### src/hdl/mhe_pkg.sv
`timescale 1ns / 1ps

package mhe_pkg;

    // Fixed field widths
    localparam int COORD_W = 21;
    localparam int CODE_W  = 63;
    localparam int LEVEL_W = 5;
    localparam int STATE_W = 4;
    localparam int SEL_W   = 2;
    localparam int MODE_W  = 2;
    localparam int INDEX_W = 3;
    localparam int DATA_W  = 5;

    // Configuration register indexes
    typedef enum logic [INDEX_W-1:0] {
        CFG_CURVE_MODE   = 3'd0,
        CFG_X_SOURCE     = 3'd1,
        CFG_Y_SOURCE     = 3'd2,
        CFG_Z_SOURCE     = 3'd3,
        CFG_HILBERT_BITS = 3'd4
    } t_cfg_reg;

    // Curve modes; any other code emits zero
    localparam logic [MODE_W-1:0] MODE_MORTON  = 2'd0;
    localparam logic [MODE_W-1:0] MODE_HILBERT = 2'd1;

    // Axis source selects; any other code reads as zero
    localparam logic [SEL_W-1:0] SRC_FIRST  = 2'd0;
    localparam logic [SEL_W-1:0] SRC_SECOND = 2'd1;
    localparam logic [SEL_W-1:0] SRC_THIRD  = 2'd2;

    localparam int HIL_STATES = 12;

    // Hilbert walk table: 3-bit index emitted, by state and octant
    localparam logic [2:0] HIL_IDX [HIL_STATES][8] = '{
        '{3'd0, 3'd1, 3'd3, 3'd2, 3'd7, 3'd6, 3'd4, 3'd5},
        '{3'd0, 3'd7, 3'd1, 3'd6, 3'd3, 3'd4, 3'd2, 3'd5},
        '{3'd0, 3'd3, 3'd7, 3'd4, 3'd1, 3'd2, 3'd6, 3'd5},
        '{3'd2, 3'd3, 3'd1, 3'd0, 3'd5, 3'd4, 3'd6, 3'd7},
        '{3'd6, 3'd1, 3'd7, 3'd0, 3'd5, 3'd2, 3'd4, 3'd3},
        '{3'd2, 3'd5, 3'd3, 3'd4, 3'd1, 3'd6, 3'd0, 3'd7},
        '{3'd6, 3'd7, 3'd5, 3'd4, 3'd1, 3'd0, 3'd2, 3'd3},
        '{3'd0, 3'd1, 3'd3, 3'd2, 3'd7, 3'd6, 3'd4, 3'd5},
        '{3'd4, 3'd7, 3'd3, 3'd0, 3'd5, 3'd6, 3'd2, 3'd1},
        '{3'd6, 3'd1, 3'd7, 3'd0, 3'd5, 3'd2, 3'd4, 3'd3},
        '{3'd4, 3'd3, 3'd7, 3'd0, 3'd5, 3'd4, 3'd2, 3'd1},
        '{3'd4, 3'd5, 3'd1, 3'd0, 3'd7, 3'd6, 3'd2, 3'd3}
    };

    // Hilbert walk table: next state, by state and octant
    localparam logic [STATE_W-1:0] HIL_NXT [HIL_STATES][8] = '{
        '{4'd1, 4'd2, 4'd2, 4'd5, 4'd4, 4'd5, 4'd4, 4'd1},
        '{4'd0, 4'd6, 4'd6, 4'd11, 4'd8, 4'd11, 4'd8, 4'd0},
        '{4'd0, 4'd7, 4'd7, 4'd9, 4'd10, 4'd9, 4'd10, 4'd0},
        '{4'd1, 4'd2, 4'd2, 4'd5, 4'd4, 4'd5, 4'd4, 4'd1},
        '{4'd0, 4'd6, 4'd6, 4'd11, 4'd8, 4'd11, 4'd8, 4'd0},
        '{4'd0, 4'd7, 4'd7, 4'd9, 4'd10, 4'd9, 4'd10, 4'd0},
        '{4'd3, 4'd2, 4'd2, 4'd5, 4'd4, 4'd5, 4'd4, 4'd3},
        '{4'd3, 4'd7, 4'd7, 4'd9, 4'd10, 4'd9, 4'd10, 4'd3},
        '{4'd3, 4'd7, 4'd7, 4'd9, 4'd10, 4'd9, 4'd10, 4'd3},
        '{4'd3, 4'd2, 4'd2, 4'd5, 4'd4, 4'd5, 4'd4, 4'd3},
        '{4'd0, 4'd6, 4'd6, 4'd11, 4'd8, 4'd11, 4'd8, 4'd0},
        '{4'd0, 4'd7, 4'd7, 4'd9, 4'd10, 4'd9, 4'd10, 4'd0}
    };

    // Word handed from one cell to the next
    typedef struct packed {
        logic                valid;
        logic [MODE_W-1:0]   mode;
        logic [LEVEL_W-1:0]  levels;
        logic [STATE_W-1:0]  st;
        logic [COORD_W-1:0]  x;
        logic [COORD_W-1:0]  y;
        logic [COORD_W-1:0]  z;
        logic [CODE_W-1:0]   code;
    } t_cell;

endpackage

### src/hdl/mhe_intf.sv
`timescale 1ns / 1ps

// Voxel coordinate channel
interface mhe_coord_if;
    logic                       valid;
    logic                       ready;
    logic [mhe_pkg::COORD_W-1:0] coord_first;
    logic [mhe_pkg::COORD_W-1:0] coord_second;
    logic [mhe_pkg::COORD_W-1:0] coord_third;

    modport source (output valid, coord_first, coord_second, coord_third, input ready);
    modport sink   (input valid, coord_first, coord_second, coord_third, output ready);
endinterface

// Curve code channel
interface mhe_code_if;
    logic                       valid;
    logic                       ready;
    logic [mhe_pkg::CODE_W-1:0] curve_code;

    modport source (output valid, curve_code, input ready);
    modport sink   (input valid, curve_code, output ready);
endinterface

// Configuration write channel
interface mhe_cfg_if;
    logic                        valid;
    logic                        ready;
    logic [mhe_pkg::INDEX_W-1:0] index;
    logic [mhe_pkg::DATA_W-1:0]  data;

    modport source (output valid, index, data, input ready);
    modport sink   (input valid, index, data, output ready);
endinterface

### src/hdl/morton_hilbert_3d_encoder_top.sv
`timescale 1ns / 1ps

// 3D Morton / Hilbert curve encoder. Takes one voxel word per cycle when not stalled
// and returns one 63-bit curve code per voxel, in order. Coordinates pass through a
// chain of COORD_BITS cells, one per bit level from the top bit down. In Morton mode
// each cell appends the raw octant as three code bits; in Hilbert mode only cells
// below the level count add the table index; the last cell is the output register, and
// the whole chain stalls while the output word is not taken. Configuration registers
// (curve_mode, x/y/z_source, hilbert_bits) are written through the config channel,
// which is always ready, and must be changed only while no voxel is in flight.
module morton_hilbert_3d_encoder_top #(
    parameter int COORD_BITS = 21
) (
    input  logic  i_clk,
    input  logic  i_rst_n,
    mhe_coord_if.sink   i_coord,
    mhe_code_if.source  o_code,
    mhe_cfg_if.sink     i_cfg
);

    logic [mhe_pkg::MODE_W-1:0]  r_curve_mode;
    logic [mhe_pkg::SEL_W-1:0]   r_x_source;
    logic [mhe_pkg::SEL_W-1:0]   r_y_source;
    logic [mhe_pkg::SEL_W-1:0]   r_z_source;
    logic [mhe_pkg::LEVEL_W-1:0] r_hilbert_bits;

    logic                        w_adv;
    logic [mhe_pkg::LEVEL_W-1:0] w_levels;
    logic [mhe_pkg::COORD_W-1:0] w_x;
    logic [mhe_pkg::COORD_W-1:0] w_y;
    logic [mhe_pkg::COORD_W-1:0] w_z;
    mhe_pkg::t_cell              w_chain [COORD_BITS+1];

    // Configuration registers
    assign i_cfg.ready = 1'b1;

    always_ff @(posedge i_clk) begin
        if (!i_rst_n) begin
            r_curve_mode   <= mhe_pkg::MODE_MORTON;
            r_x_source     <= mhe_pkg::SRC_FIRST;
            r_y_source     <= mhe_pkg::SRC_SECOND;
            r_z_source     <= mhe_pkg::SRC_THIRD;
            r_hilbert_bits <= 5'd10;
        end else if (i_cfg.valid) begin
            unique case (i_cfg.index)
                mhe_pkg::CFG_CURVE_MODE:   r_curve_mode   <= i_cfg.data[1:0];
                mhe_pkg::CFG_X_SOURCE:     r_x_source     <= i_cfg.data[1:0];
                mhe_pkg::CFG_Y_SOURCE:     r_y_source     <= i_cfg.data[1:0];
                mhe_pkg::CFG_Z_SOURCE:     r_z_source     <= i_cfg.data[1:0];
                mhe_pkg::CFG_HILBERT_BITS: r_hilbert_bits <= i_cfg.data;
                default: ;
            endcase
        end
    end

    // Pick the axes; an unused select reads as zero
    always_comb begin
        unique case (r_x_source)
            mhe_pkg::SRC_FIRST:  w_x = i_coord.coord_first;
            mhe_pkg::SRC_SECOND: w_x = i_coord.coord_second;
            mhe_pkg::SRC_THIRD:  w_x = i_coord.coord_third;
            default:             w_x = '0;
        endcase
        unique case (r_y_source)
            mhe_pkg::SRC_FIRST:  w_y = i_coord.coord_first;
            mhe_pkg::SRC_SECOND: w_y = i_coord.coord_second;
            mhe_pkg::SRC_THIRD:  w_y = i_coord.coord_third;
            default:             w_y = '0;
        endcase
        unique case (r_z_source)
            mhe_pkg::SRC_FIRST:  w_z = i_coord.coord_first;
            mhe_pkg::SRC_SECOND: w_z = i_coord.coord_second;
            mhe_pkg::SRC_THIRD:  w_z = i_coord.coord_third;
            default:             w_z = '0;
        endcase
    end

    // Saturate the Hilbert level count at the coordinate width
    assign w_levels = (r_hilbert_bits > 5'(COORD_BITS)) ? 5'(COORD_BITS) : r_hilbert_bits;

    // Chain moves whenever the output word is empty or being taken
    assign w_adv         = !o_code.valid || o_code.ready;
    assign i_coord.ready = w_adv;

    // Head word: walk starts in state zero with an empty code
    assign w_chain[0] = {i_coord.valid, r_curve_mode, w_levels,
                         {mhe_pkg::STATE_W{1'b0}}, w_x, w_y, w_z,
                         {mhe_pkg::CODE_W{1'b0}}};

    // One cell per bit level, top bit first
    for (genvar k = 0; k < COORD_BITS; k++) begin : g_cell
        mhe_cell #(
            .LEVEL (COORD_BITS - 1 - k)
        ) u_cell (
            .i_clk   (i_clk),
            .i_rst_n (i_rst_n),
            .i_adv   (w_adv),
            .i_word  (w_chain[k]),
            .o_word  (w_chain[k+1])
        );
    end

    assign o_code.valid      = w_chain[COORD_BITS].valid;
    assign o_code.curve_code = w_chain[COORD_BITS].code;

    // A disabled mode leaves the code empty
    a_off_zero: assert property (@(posedge i_clk) disable iff (!i_rst_n)
        (o_code.valid && w_chain[COORD_BITS].mode != mhe_pkg::MODE_MORTON &&
         w_chain[COORD_BITS].mode != mhe_pkg::MODE_HILBERT) |-> o_code.curve_code == '0)
        else $error("disabled mode produced a nonzero code");

    // Hilbert code holds no bits above its walked levels
    a_hil_width: assert property (@(posedge i_clk) disable iff (!i_rst_n)
        (o_code.valid && w_chain[COORD_BITS].mode == mhe_pkg::MODE_HILBERT) |->
        (o_code.curve_code >> (3 * w_chain[COORD_BITS].levels)) == '0)
        else $error("Hilbert code wider than its level count");

    // Walk state stays within the table
    a_hil_state: assert property (@(posedge i_clk) disable iff (!i_rst_n)
        o_code.valid |-> w_chain[COORD_BITS].st < 4'(mhe_pkg::HIL_STATES))
        else $error("Hilbert walk state out of range");

    // Reset empties the output stage
    a_rst_empty: assert property (@(posedge i_clk)
        !i_rst_n |=> !o_code.valid)
        else $error("output valid after reset");

endmodule

### src/hdl/mhe_cell.sv
`timescale 1ns / 1ps

// One bit level of the curve walk. Shifts three code bits in per Morton word, or per Hilbert word within the levels.
module mhe_cell #(
    parameter int LEVEL = 0
) (
    input  logic           i_clk,
    input  logic           i_rst_n,
    input  logic           i_adv,
    input  mhe_pkg::t_cell i_word,
    output mhe_pkg::t_cell o_word
);

    mhe_pkg::t_cell r_word;
    mhe_pkg::t_cell n_word;
    logic [2:0]     w_oct;

    // Form the octant from this level's bit of each axis
    assign w_oct = {i_word.z[LEVEL], i_word.y[LEVEL], i_word.x[LEVEL]};

    // Append the octant or the table index, and step the walk state
    always_comb begin
        n_word = i_word;
        if (i_word.mode == mhe_pkg::MODE_MORTON) begin
            n_word.code = {i_word.code[mhe_pkg::CODE_W-4:0], w_oct};
        end else if (i_word.mode == mhe_pkg::MODE_HILBERT &&
                     i_word.levels > 5'(LEVEL)) begin
            n_word.code = {i_word.code[mhe_pkg::CODE_W-4:0],
                           mhe_pkg::HIL_IDX[i_word.st][w_oct]};
            n_word.st   = mhe_pkg::HIL_NXT[i_word.st][w_oct];
        end
    end

    // Advance with the chain; hold while stalled
    always_ff @(posedge i_clk) begin
        if (!i_rst_n) begin
            r_word.valid <= 1'b0;
        end else if (i_adv) begin
            r_word.valid <= n_word.valid;
        end
        if (i_adv) begin
            r_word.mode   <= n_word.mode;
            r_word.levels <= n_word.levels;
            r_word.st     <= n_word.st;
            r_word.x      <= n_word.x;
            r_word.y      <= n_word.y;
            r_word.z      <= n_word.z;
            r_word.code   <= n_word.code;
        end
    end

    assign o_word = r_word;

endmodule

### src/flat_wrapper.sv
// flat-port wrapper written by rule: the top's interface ports become plain ports
module morton_hilbert_3d_encoder_top_flat 
#(
    parameter int COORD_BITS = 21
)
  (i_clk, i_rst_n, i_coord_valid, i_coord_coord_first, i_coord_coord_second, i_coord_coord_third, i_coord_ready, o_code_valid, o_code_curve_code, o_code_ready, i_cfg_valid, i_cfg_index, i_cfg_data, i_cfg_ready);
  mhe_coord_if i_coord_i ();
  mhe_code_if o_code_i ();
  mhe_cfg_if i_cfg_i ();
  input  logic i_clk;
  input  logic i_rst_n;
  input wire logic [$bits(i_coord_i.valid)-1:0] i_coord_valid;
  input wire logic [$bits(i_coord_i.coord_first)-1:0] i_coord_coord_first;
  input wire logic [$bits(i_coord_i.coord_second)-1:0] i_coord_coord_second;
  input wire logic [$bits(i_coord_i.coord_third)-1:0] i_coord_coord_third;
  output wire logic [$bits(i_coord_i.ready)-1:0] i_coord_ready;
  output wire logic [$bits(o_code_i.valid)-1:0] o_code_valid;
  output wire logic [$bits(o_code_i.curve_code)-1:0] o_code_curve_code;
  input wire logic [$bits(o_code_i.ready)-1:0] o_code_ready;
  input wire logic [$bits(i_cfg_i.valid)-1:0] i_cfg_valid;
  input wire logic [$bits(i_cfg_i.index)-1:0] i_cfg_index;
  input wire logic [$bits(i_cfg_i.data)-1:0] i_cfg_data;
  output wire logic [$bits(i_cfg_i.ready)-1:0] i_cfg_ready;
  assign i_coord_i.valid = i_coord_valid;
  assign i_coord_i.coord_first = i_coord_coord_first;
  assign i_coord_i.coord_second = i_coord_coord_second;
  assign i_coord_i.coord_third = i_coord_coord_third;
  assign i_coord_ready = i_coord_i.ready;
  assign o_code_valid = o_code_i.valid;
  assign o_code_curve_code = o_code_i.curve_code;
  assign o_code_i.ready = o_code_ready;
  assign i_cfg_i.valid = i_cfg_valid;
  assign i_cfg_i.index = i_cfg_index;
  assign i_cfg_i.data = i_cfg_data;
  assign i_cfg_ready = i_cfg_i.ready;
  morton_hilbert_3d_encoder_top #(.COORD_BITS(COORD_BITS)) u_core (.i_clk(i_clk), .i_rst_n(i_rst_n), .i_coord(i_coord_i), .o_code(o_code_i), .i_cfg(i_cfg_i));
endmodule
### config.mk
export PLATFORM = sky130hd
export DESIGN_NAME = morton_hilbert_3d_encoder_top_flat
export DESIGN_NICKNAME = d
export VERILOG_FILES = /design/src/hdl/mhe_pkg.sv /design/src/hdl/mhe_intf.sv /design/src/hdl/morton_hilbert_3d_encoder_top.sv /design/src/hdl/mhe_cell.sv /design/src/flat_wrapper.sv
export SDC_FILE = /design/constraint.sdc
export NUM_CORES = 2
export LEC_CHECK = 0
export BUFFER_PORTS_ARGS = -buffer_cell sky130_fd_sc_hd__buf_2
export CORE_UTILIZATION = 57
export CTS_CLUSTER_SIZE = 8
export DETAILED_ROUTE_END_ITERATION = 8
export PLACE_DENSITY = 0.8
export SYNTH_ARGS = -nofsm -noshare
export SYNTH_HDL_FRONTEND = slang
export SYNTH_SLANG_ARGS = --single-unit
### constraint.sdc
create_clock -name i_clk -period 72.4 [get_ports i_clk]
set_clock_uncertainty 0.15 [all_clocks]
set_input_delay 14.48 -clock i_clk [delete_from_list [all_inputs] [get_ports i_clk]]
set_output_delay 14.48 -clock i_clk [all_outputs]
set_load 0.05 [all_outputs]
==> metrics.cfg <==
[power]
p_leak_uw=0.0298
ir_drop_v=0.0000302
power_per_cell_area_mw_per_mm2=29.0
finalPower_uw=2290

[setup_path]
endpoint_kind=output port
critPathMostFrequentCell=buf_2
cp.depth=5
crit_chain=buf_2 -> nor2b_1 -> buf_4 -> inv_8 -> buf_2
worstPathMaxFanout=150
path_class=primary input to output port
cp.buffers_inverters=4
crit_arrival_ns=15.99
start_kind=primary input
required_ns=57.77
reg2reg_depth=7
max_stage_delay_ns=0.62
crit_family=buffers and inverters
cp_slowest_cell=inv_8

[route]
wl_met1_mm=54.4
dr.first_iter.drc_count=3669
num_vias=42300
wl_per_cell_um=19.0
drc=13
route.met3.wl_mm=6.02
routed-wl-met2_mm=71.2
top_layer=met4
ant_nets=0
totalWireLength_mm=135
vias_per_cell=5.95
drt_pass1_iterations=8

[yosys]
yosys-top-cells-count=edfxtp_1 (1542), nand2_1 (814), mux2_2 (428)
async_reset_ff_share_pct=0
yosys_register_bits=1576
synth_area_leader_cell=edfxtp_1
synth_enable_flop_cells=1542
yosysMostFrequentCell=edfxtp_1
synth_top_area_share_pct=65.1
syn_area_per_cell_um2=13.3
yosysUniqueCellTypes=97
syn-num-nets=5516
yosysWarnings=0
synthFlopType=edfxtp_1
seq_area_frac_synth_pct=66.1
synth_area_leaders=edfxtp_1 (65%), mux2_2 (6.8%), nand2_1 (4.3%), o21ai_0 (2.0%), ha_1 (1.8%)
netlist_area_mm2=0.0711
synthCells=5337

[place]
dp_cells=6846
routabilityCongestion=0.872
portBuffers=140
hpwl_mm=82.1

[min_path]
min_path_type=flip-flop to flip-flop
holdPathStages=0

[job]
drv_cap=0

[timing]
post-route-period-util_pct=42.3
worst-slew-pin-transition_ns=1.36
hold_viol_final=0
final_max_slew_viol_count=0
relSlewSlack_pct=9.35
setup_tns_ns=0
clock.fmax_ghz=0.0327
rsz0062_at_grt=no
finalCriticalPeriod_ns=30.62
holdWs_ns=0.204
setup_viol=0

[clock_network]
clkTransAtPathRegs_ns=0.05
cts_resized=0
cts_buffers=215
cts_tree=built
cts.sinks=1576
h-tree-depth=4
clock_latency_ns=0.84
clock_path_buffers=3
cts_setup_buffers=0
cts_hold_buf=0
clockRootBuffer=clkbuf_16

[global_route]
grt_overflow=0
grt_use_total_pct=21.0
grt_pass1_wl_mm=215
antenna_found_initial=0
first_global_vias=41600
grt_max_degree=199

[floorplan]
die_h_um=355
dieWidth_um=355
io_pins=142
row_count=129
start_util_pct=57.5
core_area_mm2=0.124
die-area_mm2=0.126

[cells_and_area]
area_growth_pct=11.0
stdcell_count=7110
multi_input_area_mm2=0.0225
diodes=0
final_net_count=5605
drive_gt1_share_pct=17.0
seqCellArea_mm2=0.0470
fillCellCount=8467

[outcome]
violations=DRC
status=finished with violations

area by class of cell:
type,instances,share of cell area [%]
sequential,1576,59.5
multi-input combinational,3332,28.5
clock buffer,248,6.97
tap,1637,2.59
timing repair buffer,177,1.29
inverter,124,0.599
clock inverter,16,0.526
path summary, 6_finish.rpt:
| path | startpoint | to | slack, ns |
|---|---|---|---|
| worst max register to register | u_core.g_cell[20].u_cell.o_word[137]$_SDFFE_PN0P_ | u_core.g_cell[10].u_cell.o_word[126]$_DFFE_PP_ | 67.02 |
| worst min register to register | u_core.g_cell[6].u_cell.o_word[92]$_DFFE_PP_ | u_core.g_cell[7].u_cell.o_word[92]$_DFFE_PP_ | 0.20 |
| worst min-delay path | u_core.g_cell[6].u_cell.o_word[92]$_DFFE_PP_ | u_core.g_cell[7].u_cell.o_word[92]$_DFFE_PP_ | 0.20 |
| worst max-delay path | o_code_ready | i_coord_ready | 41.78 |
through the flow:
step | area [um^2] | setup slack (ns) | util [%]
5_1_grt | 78900 | 41.70 | 63.8
3_3_place_gp | 73000 | 41.83 | 59.0
4_1_cts | 78900 | 41.83 | 63.8
6_report | 78900 | 41.78 | 63.8
3_5_place_dp | 73000 | 41.82 | 59.0
2_1_floorplan | 71100 | 1.03 | -
placed cells by master (no fill, tap or decap), types with 31 or more instances in the layout:
cell type     n
a21oi_1     179
nor2b_1     119
nand2b_1     74
edfxtp_1   1542
mux2i_1     118
nand3_1      40
nor3_1       48
clkbuf_1     33
o31ai_1      61
dfxtp_1      31
clkbuf_16   215
buf_2       140
a31oi_1      45
a22oi_1      31
inv_1       120
nor2_1      219
o211ai_1     49
and2_1       87
nand2_1     814
buf_4        34
a211oi_1     45
o21ai_0     285
mux2_2      428
ha_1        103
report_power, final:
group,total [uW],switching (uW),internal (uW),leakage (uW)
combinational,191,105,86.1,0.00990
clock,887,358,530,0.00286
sequential,1210,73.1,1130,0.0170
total,2290,536,1750,0.0298
routing by layer:
metal | track usage [%] | vias to the layer above
li1 | - | 20100
met1 | 25.5 | 20700
met2 | 38.1 | 1242
met3 | 3.27 | 243
met4 | 7.20 | 0
met5 | 0 | -
cells by family (layout without fill, tap and decap cells):
group | after synthesis | count (layout) | share of synthesized area, %
AO/OA/AOI/OAI | 1073 | 1073 | 10.2
XOR/XNOR | 41 | 41 | 0.505
adder cells (fa/ha/maj) | 103 | 103 | 1.81
buffers and inverters | 429 | 565 | 2.47
flip-flops | 1576 | 1576 | 66.1
multiplexers | 560 | 560 | 8.79
other | 1 | 1 | 0.00527
AND/OR/NAND/NOR | 1554 | 1554 | 10.2
state kept, by name (all words and copies together), names as in the netlist:
register / count
u_core.r_hilbert_bits: 5
u_core.r_y_source: 2
u_core.r_z_source: 2
u_core.r_curve_mode: 2
u_core.g_cell.u_cell.o_word: 1563
u_core.r_x_source: 2
worst register-to-register path, cell delays in order, from the launching register on:
cell,delay [ns]
dfxtp_1,0.30
nor2b_1,0.12
buf_4,0.21
inv_8,0.62
buf_12,0.91
buf_4,0.84
buf_4,0.82
buf_4,0.87
Power figures use the tool's default switching activity.
